==> src/design/bdh_pkg.sv <==
// ----------------------------------------------------------------------------
// bdh_pkg
// shared types, codes and constants of the button debounce and hold classifier
// ----------------------------------------------------------------------------
package bdh_pkg;

  localparam int TIME_BITS_DEF = 32;
  localparam int IN_DATA_W     = 40;
  localparam int OUT_DATA_W    = 72;
  localparam int CFG_ADDR_W    = 2;
  localparam int CFG_DATA_W    = 24;

  // register indexes
  localparam logic [CFG_ADDR_W-1:0] REG_BOOT_WINDOW   = 2'd0;
  localparam logic [CFG_ADDR_W-1:0] REG_DEBOUNCE      = 2'd1;
  localparam logic [CFG_ADDR_W-1:0] REG_FACTORY_HOLD  = 2'd2;
  localparam logic [CFG_ADDR_W-1:0] REG_COMMISSION    = 2'd3;

  localparam logic [15:0] BOOT_WINDOW_RST  = 16'd500;
  localparam logic [15:0] DEBOUNCE_RST     = 16'd50;
  localparam logic [23:0] FACTORY_HOLD_RST = 24'd10000;
  localparam logic [23:0] COMMISSION_RST   = 24'd3000;

  typedef enum logic [2:0] {
    ST_INITIALIZED = 3'd0,
    ST_NOT_INIT    = 3'd1,
    ST_IDLE        = 3'd2,
    ST_EMITTED     = 3'd3,
    ST_REJECTED    = 3'd4
  } status_t;

  typedef enum logic [2:0] {
    EV_NONE        = 3'd0,
    EV_FACTORY_ARM = 3'd1,
    EV_FACTORY_REQ = 3'd2,
    EV_COMMISSION  = 3'd3,
    EV_IDENTIFY    = 3'd4
  } event_kind_t;

  typedef enum logic {
    CMD_UPDATE = 1'b0,
    CMD_INIT   = 1'b1
  } command_t;

  typedef struct packed {
    logic [15:0] boot_window_ms;
    logic [15:0] debounce_ms;
    logic [23:0] factory_hold_ms;
    logic [23:0] commission_hold_ms;
  } cfg_t;

  typedef struct packed {
    logic is_ready;
    logic raw_level;
    logic stable_pressed;
    logic boot_done;
    logic suppress_flag;
    logic armed_flag;
  } flags_t;

  typedef struct packed {
    status_t     status;
    event_kind_t event_kind;
    logic [31:0] event_time_ms;
    logic [31:0] held_for_ms;
    logic        stable_level;
  } result_t;

endpackage

==> src/design/button_debounce_hold_classifier.sv <==
// ----------------------------------------------------------------------------
// button_debounce_hold_classifier
// debounced push button with boot qualification and long-press classification
// ----------------------------------------------------------------------------
// in channel: one word per tick. in_tuser carries the command (initialize or
// update), in_tdata the timestamp, raw level and event-accept flag. out
// channel: one word per input word with status, event kind, event time,
// hold duration and the debounced level. cfg port: plain register writes,
// to be made only while no word is in flight; the block does not enforce it.
// an input word passes the input register, then the result register.
// throughput: one word per cycle while the output is not held back; the tick
// logic is a few subtracts and compares between the input and result
// registers, and the tracking state updates in the cycle the input register moves on.
// reset: both stages empty, tracking state cleared (not initialized) and the
// registers back to their defaults.
// stall: a held result keeps out_tvalid high; the input register still takes
// one more word, after which in_tready drops until out_tready returns.
// ----------------------------------------------------------------------------
module button_debounce_hold_classifier #(
  parameter int TIME_BITS = bdh_pkg::TIME_BITS_DEF
) (
  input  logic                           clk,
  input  logic                           rst_n,
  // command
  input  logic                           in_tuser,
  // now_ms[31:0], pressed_raw[32], event_accept[33], zero pad
  input  logic [bdh_pkg::IN_DATA_W-1:0]  in_tdata,
  input  logic                           in_tvalid,
  output logic                           in_tready,
  // event_kind
  output logic [2:0]                     out_tuser,
  // status[2:0], event_time_ms[34:3], held_for_ms[66:35], stable_level[67], zero pad
  output logic [bdh_pkg::OUT_DATA_W-1:0] out_tdata,
  output logic                           out_tvalid,
  input  logic                           out_tready,
  input  logic                           cfg_we,
  input  logic [bdh_pkg::CFG_ADDR_W-1:0] cfg_addr,
  input  logic [bdh_pkg::CFG_DATA_W-1:0] cfg_wdata
);
  import bdh_pkg::*;

  cfg_t    cfg;
  flags_t  flg_r;
  flags_t  flg_nxt;
  result_t res;

  logic [TIME_BITS-1:0] init_stamp_r;
  logic [TIME_BITS-1:0] init_stamp_nxt;
  logic [TIME_BITS-1:0] rcs_r;
  logic [TIME_BITS-1:0] rcs_nxt;
  logic [TIME_BITS-1:0] press_stamp_r;
  logic [TIME_BITS-1:0] press_stamp_nxt;

  logic        s1_vld_r;
  logic        s1_cmd_r;
  logic [31:0] s1_now_r;
  logic        s1_prs_r;
  logic        s1_acc_r;
  logic        s1_go;
  logic        in_fire;

  logic                  out_vld_r;
  logic [2:0]            out_kind_r;
  logic [OUT_DATA_W-1:0] out_data_r;

  assign s1_go     = !out_vld_r || out_tready;
  assign in_tready = !s1_vld_r || s1_go;
  assign in_fire   = in_tvalid && in_tready;

  bdh_cfg u_cfg (
    .clk       (clk),
    .rst_n     (rst_n),
    .cfg_we    (cfg_we),
    .cfg_addr  (cfg_addr),
    .cfg_wdata (cfg_wdata),
    .cfg       (cfg)
  );

  bdh_step #(
    .TIME_BITS (TIME_BITS)
  ) u_step (
    .cfg                  (cfg),
    .flg                  (flg_r),
    .init_stamp           (init_stamp_r),
    .raw_change_stamp     (rcs_r),
    .press_stamp          (press_stamp_r),
    .command              (s1_cmd_r),
    .now_ms               (s1_now_r),
    .pressed_raw          (s1_prs_r),
    .event_accept         (s1_acc_r),
    .flg_nxt              (flg_nxt),
    .init_stamp_nxt       (init_stamp_nxt),
    .raw_change_stamp_nxt (rcs_nxt),
    .press_stamp_nxt      (press_stamp_nxt),
    .res                  (res)
  );

  // input register
  always_ff @(posedge clk) begin
    if (!rst_n) begin
      s1_vld_r <= 1'b0;
    end else if (in_tready) begin
      s1_vld_r <= in_tvalid;
    end
  end

  always_ff @(posedge clk) begin
    if (in_fire) begin
      s1_cmd_r <= in_tuser;
      s1_now_r <= in_tdata[31:0];
      s1_prs_r <= in_tdata[32];
      s1_acc_r <= in_tdata[33];
    end
  end

  // tracking state
  always_ff @(posedge clk) begin
    if (!rst_n) begin
      flg_r         <= '0;
      init_stamp_r  <= '0;
      rcs_r         <= '0;
      press_stamp_r <= '0;
    end else if (s1_vld_r && s1_go) begin
      flg_r         <= flg_nxt;
      init_stamp_r  <= init_stamp_nxt;
      rcs_r         <= rcs_nxt;
      press_stamp_r <= press_stamp_nxt;
    end
  end

  // result register
  always_ff @(posedge clk) begin
    if (!rst_n) begin
      out_vld_r <= 1'b0;
    end else if (s1_go) begin
      out_vld_r <= s1_vld_r;
    end
  end

  always_ff @(posedge clk) begin
    if (s1_vld_r && s1_go) begin
      out_kind_r <= res.event_kind;
      out_data_r <= {4'b0, res.stable_level, res.held_for_ms, res.event_time_ms, res.status};
    end
  end

  assign out_tvalid = out_vld_r;
  assign out_tuser  = out_kind_r;
  assign out_tdata  = out_data_r;

  a_reset_empty : assert property (@(posedge clk) !rst_n |=> !s1_vld_r && !out_vld_r)
    else $error("pipeline not empty after reset");

  a_kind_status : assert property (@(posedge clk) disable iff (!rst_n)
    out_vld_r |-> ((out_kind_r != EV_NONE) ==
                   (out_data_r[2:0] == ST_EMITTED || out_data_r[2:0] == ST_REJECTED)))
    else $error("event kind and status disagree");

  a_not_init_quiet : assert property (@(posedge clk) disable iff (!rst_n)
    out_vld_r && out_data_r[2:0] == ST_NOT_INIT |-> out_kind_r == EV_NONE && !out_data_r[67])
    else $error("word before initialize carries data");

  a_stage_hold : assert property (@(posedge clk) disable iff (!rst_n)
    s1_vld_r && !s1_go |=> s1_vld_r && $stable(s1_now_r) && $stable(flg_r))
    else $error("stalled tick lost or state moved");

  a_ready_state : assert property (@(posedge clk) disable iff (!rst_n)
    s1_vld_r && s1_go && s1_cmd_r == CMD_INIT |=> flg_r.is_ready && !flg_r.boot_done)
    else $error("initialize did not restart boot window");

endmodule

==> src/design/bdh_cfg.sv <==
// ----------------------------------------------------------------------------
// bdh_cfg
// configuration register file, written through a plain write port
// ----------------------------------------------------------------------------
module bdh_cfg (
  input  logic                           clk,
  input  logic                           rst_n,
  input  logic                           cfg_we,
  input  logic [bdh_pkg::CFG_ADDR_W-1:0] cfg_addr,
  input  logic [bdh_pkg::CFG_DATA_W-1:0] cfg_wdata,
  output bdh_pkg::cfg_t                  cfg
);
  import bdh_pkg::*;

  cfg_t cfg_r;
  cfg_t cfg_nxt;

  always_comb begin
    cfg_nxt = cfg_r;
    if (cfg_we) begin
      case (cfg_addr)
        REG_BOOT_WINDOW:  cfg_nxt.boot_window_ms     = cfg_wdata[15:0];
        REG_DEBOUNCE:     cfg_nxt.debounce_ms        = cfg_wdata[15:0];
        REG_FACTORY_HOLD: cfg_nxt.factory_hold_ms    = cfg_wdata[23:0];
        REG_COMMISSION:   cfg_nxt.commission_hold_ms = cfg_wdata[23:0];
        default:          cfg_nxt = cfg_r;
      endcase
    end
  end

  always_ff @(posedge clk) begin
    if (!rst_n) begin
      cfg_r.boot_window_ms     <= BOOT_WINDOW_RST;
      cfg_r.debounce_ms        <= DEBOUNCE_RST;
      cfg_r.factory_hold_ms    <= FACTORY_HOLD_RST;
      cfg_r.commission_hold_ms <= COMMISSION_RST;
    end else begin
      cfg_r <= cfg_nxt;
    end
  end

  assign cfg = cfg_r;

endmodule

==> src/design/bdh_step.sv <==
// ----------------------------------------------------------------------------
// bdh_step
// next-state and result logic for one word: init, boot window, debounce, hold
// ----------------------------------------------------------------------------
module bdh_step #(
  parameter int TIME_BITS = bdh_pkg::TIME_BITS_DEF
) (
  input  bdh_pkg::cfg_t          cfg,
  input  bdh_pkg::flags_t        flg,
  input  logic [TIME_BITS-1:0]   init_stamp,
  input  logic [TIME_BITS-1:0]   raw_change_stamp,
  input  logic [TIME_BITS-1:0]   press_stamp,
  input  logic                   command,
  input  logic [31:0]            now_ms,
  input  logic                   pressed_raw,
  input  logic                   event_accept,
  output bdh_pkg::flags_t        flg_nxt,
  output logic [TIME_BITS-1:0]   init_stamp_nxt,
  output logic [TIME_BITS-1:0]   raw_change_stamp_nxt,
  output logic [TIME_BITS-1:0]   press_stamp_nxt,
  output bdh_pkg::result_t       res
);
  import bdh_pkg::*;

  localparam int CMP_W = (TIME_BITS > 24) ? TIME_BITS : 24;

  logic [TIME_BITS-1:0] now_t;
  logic [TIME_BITS-1:0] since_init;
  logic [TIME_BITS-1:0] since_change;
  logic [TIME_BITS-1:0] held;
  logic [TIME_BITS-1:0] rcs_upd;
  logic                 boot_over;
  logic                 settled;
  logic                 long_hold;
  logic                 commission_hold;

  assign now_t      = TIME_BITS'(now_ms);
  assign since_init = now_t - init_stamp;
  assign held       = now_t - press_stamp;
  assign rcs_upd    = (pressed_raw != flg.raw_level) ? now_t : raw_change_stamp;
  assign since_change = now_t - rcs_upd;

  assign boot_over       = CMP_W'(since_init) >= CMP_W'(cfg.boot_window_ms);
  assign settled         = CMP_W'(since_change) >= CMP_W'(cfg.debounce_ms);
  assign long_hold       = CMP_W'(held) >= CMP_W'(cfg.factory_hold_ms);
  assign commission_hold = CMP_W'(held) >= CMP_W'(cfg.commission_hold_ms);

  always_comb begin
    flg_nxt              = flg;
    init_stamp_nxt       = init_stamp;
    raw_change_stamp_nxt = raw_change_stamp;
    press_stamp_nxt      = press_stamp;
    res.status           = ST_IDLE;
    res.event_kind       = EV_NONE;
    res.event_time_ms    = '0;
    res.held_for_ms      = '0;
    res.stable_level     = 1'b0;

    if (command == CMD_INIT) begin
      flg_nxt.raw_level      = pressed_raw;
      flg_nxt.stable_pressed = pressed_raw;
      flg_nxt.boot_done      = 1'b0;
      flg_nxt.suppress_flag  = pressed_raw;
      flg_nxt.armed_flag     = 1'b0;
      flg_nxt.is_ready       = 1'b1;
      init_stamp_nxt         = now_t;
      raw_change_stamp_nxt   = now_t;
      press_stamp_nxt        = now_t;
      res.status             = ST_INITIALIZED;
    end else if (!flg.is_ready) begin
      res.status = ST_NOT_INIT;
    end else if (!flg.boot_done) begin
      // boot window: follow the raw level only
      flg_nxt.raw_level      = pressed_raw;
      flg_nxt.stable_pressed = pressed_raw;
      flg_nxt.suppress_flag  = pressed_raw;
      raw_change_stamp_nxt   = now_t;
      if (boot_over) begin
        flg_nxt.boot_done = 1'b1;
        press_stamp_nxt   = now_t;
      end
    end else begin
      flg_nxt.raw_level    = pressed_raw;
      raw_change_stamp_nxt = rcs_upd;
      if ((pressed_raw != flg.stable_pressed) && settled) begin
        flg_nxt.stable_pressed = pressed_raw;
        if (pressed_raw) begin
          press_stamp_nxt    = now_t;
          flg_nxt.armed_flag = 1'b0;
        end else if (flg.suppress_flag) begin
          flg_nxt.suppress_flag = 1'b0;
          flg_nxt.armed_flag    = 1'b0;
        end else begin
          // release: classify the press
          res.status        = event_accept ? ST_EMITTED : ST_REJECTED;
          res.event_time_ms = 32'(now_t);
          res.held_for_ms   = 32'(held);
          if (flg.armed_flag) begin
            flg_nxt.armed_flag = 1'b0;
            res.event_kind     = EV_FACTORY_REQ;
          end else if (commission_hold) begin
            res.event_kind = EV_COMMISSION;
          end else begin
            res.event_kind = EV_IDENTIFY;
          end
        end
      end else if (flg.stable_pressed && !flg.suppress_flag && !flg.armed_flag &&
                   long_hold) begin
        flg_nxt.armed_flag = event_accept;
        res.status         = event_accept ? ST_EMITTED : ST_REJECTED;
        res.event_kind     = EV_FACTORY_ARM;
        res.event_time_ms  = 32'(now_t);
        res.held_for_ms    = 32'(held);
      end
    end

    if (command == CMD_INIT || flg.is_ready) begin
      res.stable_level = flg_nxt.stable_pressed;
    end
  end

endmodule
==> config.mk <==
export PLATFORM = sky130hd
export DESIGN_NAME = button_debounce_hold_classifier
export DESIGN_NICKNAME = d
export VERILOG_FILES = /design/src/design/bdh_pkg.sv /design/src/design/button_debounce_hold_classifier.sv /design/src/design/bdh_cfg.sv /design/src/design/bdh_step.sv
export SDC_FILE = /design/constraint.sdc
export NUM_CORES = 1
export LEC_CHECK = 0
export BUFFER_PORTS_ARGS = -buffer_cell sky130_fd_sc_hd__clkbuf_2
export CELL_PAD_IN_SITES_DETAIL_PLACEMENT = 0
export CELL_PAD_IN_SITES_GLOBAL_PLACEMENT = 1
export CORE_MARGIN = 8
export CORE_UTILIZATION = 35
export DETAILED_ROUTE_END_ITERATION = 10
export GPL_ROUTABILITY_DRIVEN = 1
export PLACE_DENSITY = 0.73
export SYNTH_ARGS = -nofsm -noshare
export SYNTH_HDL_FRONTEND = slang
export SYNTH_HIERARCHICAL = 1
export SYNTH_SLANG_ARGS = --single-unit
==> constraint.sdc <==
create_clock -name clk -period 6 [get_ports clk]
set_clock_uncertainty 0.1 [all_clocks]
set_input_delay 0.6 -clock clk [delete_from_list [all_inputs] [get_ports clk]]
set_output_delay 0.6 -clock clk [all_outputs]
set_load 0.1 [all_outputs]
==> results.cfg <==
[die]
num_rows = 88
core-area_um2 = 57800
die_h_um = 258
die_x_um = 258
io_pins = 149
dieArea_um2 = 66500
start_util = 0.354

[sta]
hold_ws_ns = 0.120
worst_slack_ns = -0.217
post-route-period-util = 1.04
slew_headroom = 0.219
maxSlewViolCount = 0
post-route-min-period_ns = 6.22
setup-violations-final = 57
hold_violations = 0
worst_slew_pin_slew_ns = 1.17
clock.fmax_ghz = 0.161
rsz0062_at_grt = true

[global_routing]
grt_pass1_vias = 17500
grt_max_degree = 173
grt_pass1_wl_um = 94700
overflow = 0
antenna_found_initial = 0
groute.usage.overall = 0.174

[power_and_ir_drop]
powerDensity_nw_per_um2 = 263
p_leak_uw = 0.0101
ir_drop_uv = 194

[clocking]
h-tree-depth = 2
clockRootBuffer = clkbuf_16
cts_sinks = 290
postCtsHoldBufs = 0
clkLatencyLatePin_ns = 0.56
clk_pin_slew_worst_paths_ns = 0.07
clockBufferDepth = 3
cts_inserted_buffers = 35
cts_tree = yes

[synthesis]
synthTopCellsByArea = dfxtp_1, edfxtp_1, ha_1
synth_cell_type_count = 90
synth_top_area_share = 0.180
synth.avg_cell_area_um2 = 8.83
ys_ff_latch = 290
synth_top_cell_by_area = dfxtp_1
netlist_area_um2 = 20500
synth_ff_type = dfxtp_1
async_reset_ff_frac = 0
synth_warnings = 6
synth_edf_count = 106
yosysSeqAreaShare = 0.335
synthCells = 2318

[critical_path]
cp-start-kind = register
end_kind = register
critPathArrivalTime_ns = 6.53
path_class = register to register
crit_fanout = 8
rr_worst_depth = 28
slowest_delay_ns = 0.51
r2r-end = press_stamp_r[1]
crit_top_cell = buf_4
rr_startpoint = s1_prs_r
worstPathRequired_ns = 6.32
cp_slowest_cell = or4_1
rrSetupSlack_ns = -0.22

[worst_hold_path]
hold_class = input pin to register
hold_start = in_tdata[8]
min_to = s1_now_r[8]
hold_depth = 1

[finish]
ff_latch_area_um2 = 6870
finalInstanceArea_um2 = 24300
fin_util = 0.421
area_growth_pct = 18.8
nNetsFinal = 2755
multi_input_area_um2 = 12500
diodes = 0
fill_cells = 5629
layout-drive-gt1-share = 0.185
final_cells = 3299

[outcome]
violations = setup timing
outcome = finished, violations left

[route]
drt-pass1-iter-count = 7
drtAntennaViolNets = 0
routedWlPerCell_um = 18.5
drc = 0
drt_first_iter_violations = 1058
vias_per_cell = 5.26
routed_wl_um = 60900
route.vias.total = 17400

[placed_design]
dpl-instance-area_um2 = 22500
io_buffers = 138
gp_congestion = 0.880
hpwl_um = 44800
dp.cells = 3210
dp_slack_ns = -0.461

[flow_run]
maxCapViolCount = 0
report_power, final:
part / switching, µW / internal [µW]
sequential: 76.0 / 2120
clock: 911 / 1490
combinational: 1060 / 747
total: 2050 / 4350
worst max-delay path, delay by kind of cell (launching register included):
| family | cells | cell delay (ns) |
|---|---|---|
| AOI/OAI and AO/OA | 8 | 1.86 |
| and+or+nand+nor | 5 | 1.01 |
| xor gates and xnor gates | 2 | 0.27 |
| buffers and inverters | 8 | 1.15 |
| muxes | 3 | 0.56 |
| DFF | 1 | 0.50 |
| adders and majority gates | 2 | 0.62 |
cell usage in the layout, fill, tap and decap left out, types with 96 or more instances in the layout:
master    synthesis  routed
dfxtp_1         184     183
mux2i_1         209     208
a21oi_1         122     117
ha_1            173     172
edfxtp_1        106     106
nand2_1         410     406
inv_1           167     166
buf_4             9     113
o21ai_0          99      96
clkbuf_2          2     137
kinds of logic (layout without fill, tap and decap cells):
logic type,after synthesis,after routing,synth area share
adders and majority gates,176,176,0.109
and+or+nand+nor,752,752,0.170
xor gates and xnor gates,77,77,0.0329
muxes,279,279,0.146
AOI/OAI and AO/OA,449,449,0.143
other,1,4,0.000183
buffers and inverters,294,507,0.0645
DFF,290,290,0.335
worst max-delay path by stage:
stage / from / end / depth (start not counted)
CTS: s1_prs_r / press_stamp_r[21] / 29
detailed placement: s1_prs_r / press_stamp_r[30] / 28
global route: s1_prs_r / press_stamp_r[30] / 29
finish: s1_prs_r / press_stamp_r[1] / 28
global placement: s1_prs_r / press_stamp_r[2] / 28
floorplan: s1_prs_r / press_stamp_r[10] / 29
cell usage after synthesis (36+ instances only):
master and instances:
xnor2_1 49, inv_1 167, o21a_1 36, a21o_1 37, nor2_1 93, nand2_1 410
clkbuf_1 67, nand4_1 39, o21ai_0 99, a21oi_1 122, edfxtp_1 106, mux2_2 40
mux2i_1 209, nor2b_1 84, dfxtp_1 184, ha_1 173
routing by layer:
layer	up-vias	wire, µm	global-route usage
li1	8564	-	-
met1	8381	26800	0.220
met2	333	30200	0.312
met3	84	2560	0.0218
met4	0	1340	0.0442
met5	-	0	0
stage by stage:
step,setup TNS (ns),total power [µW]
after floorplan,0,3440
after global placement,-19.72,3940
after detailed placement,-32.10,3970
after CTS,-3.85,6430
after global routing,-27.38,6720
final,-5.92,6400
area by class of cell:
cell class,instances,share of cell area
clock buffer,40,0.0372
clock inverter,24,0.0159
inverter,167,0.0258
multi-input combinational,1737,0.515
sequential,290,0.282
tap,765,0.0394
timing repair buffer,276,0.0840
flip-flops by register name, indices dropped and copies added (netlist names):
name,flops
out_tuser,3
init_stamp_r,32
press_stamp_r,32
rcs_r,32
s1_cmd_r,1
s1_vld_r,1
u_cfg/cfg,80
s1_now_r,32
s1_acc_r,1
s1_prs_r,1
out_tdata,68
out_tvalid,1
flg_r,6
timing repair:
| item | 4_1_cts | 5_1_grt |
|---|---|---|
| gates resized for setup | 23 | 37 |
| pin swaps | 16 | 1 |
| endpoints found under the setup margin | 102 | 102 |
| setup buffers | 10 | 6 |
| cloned | 3 | 7 |
Power figures use the tool's default switching activity.
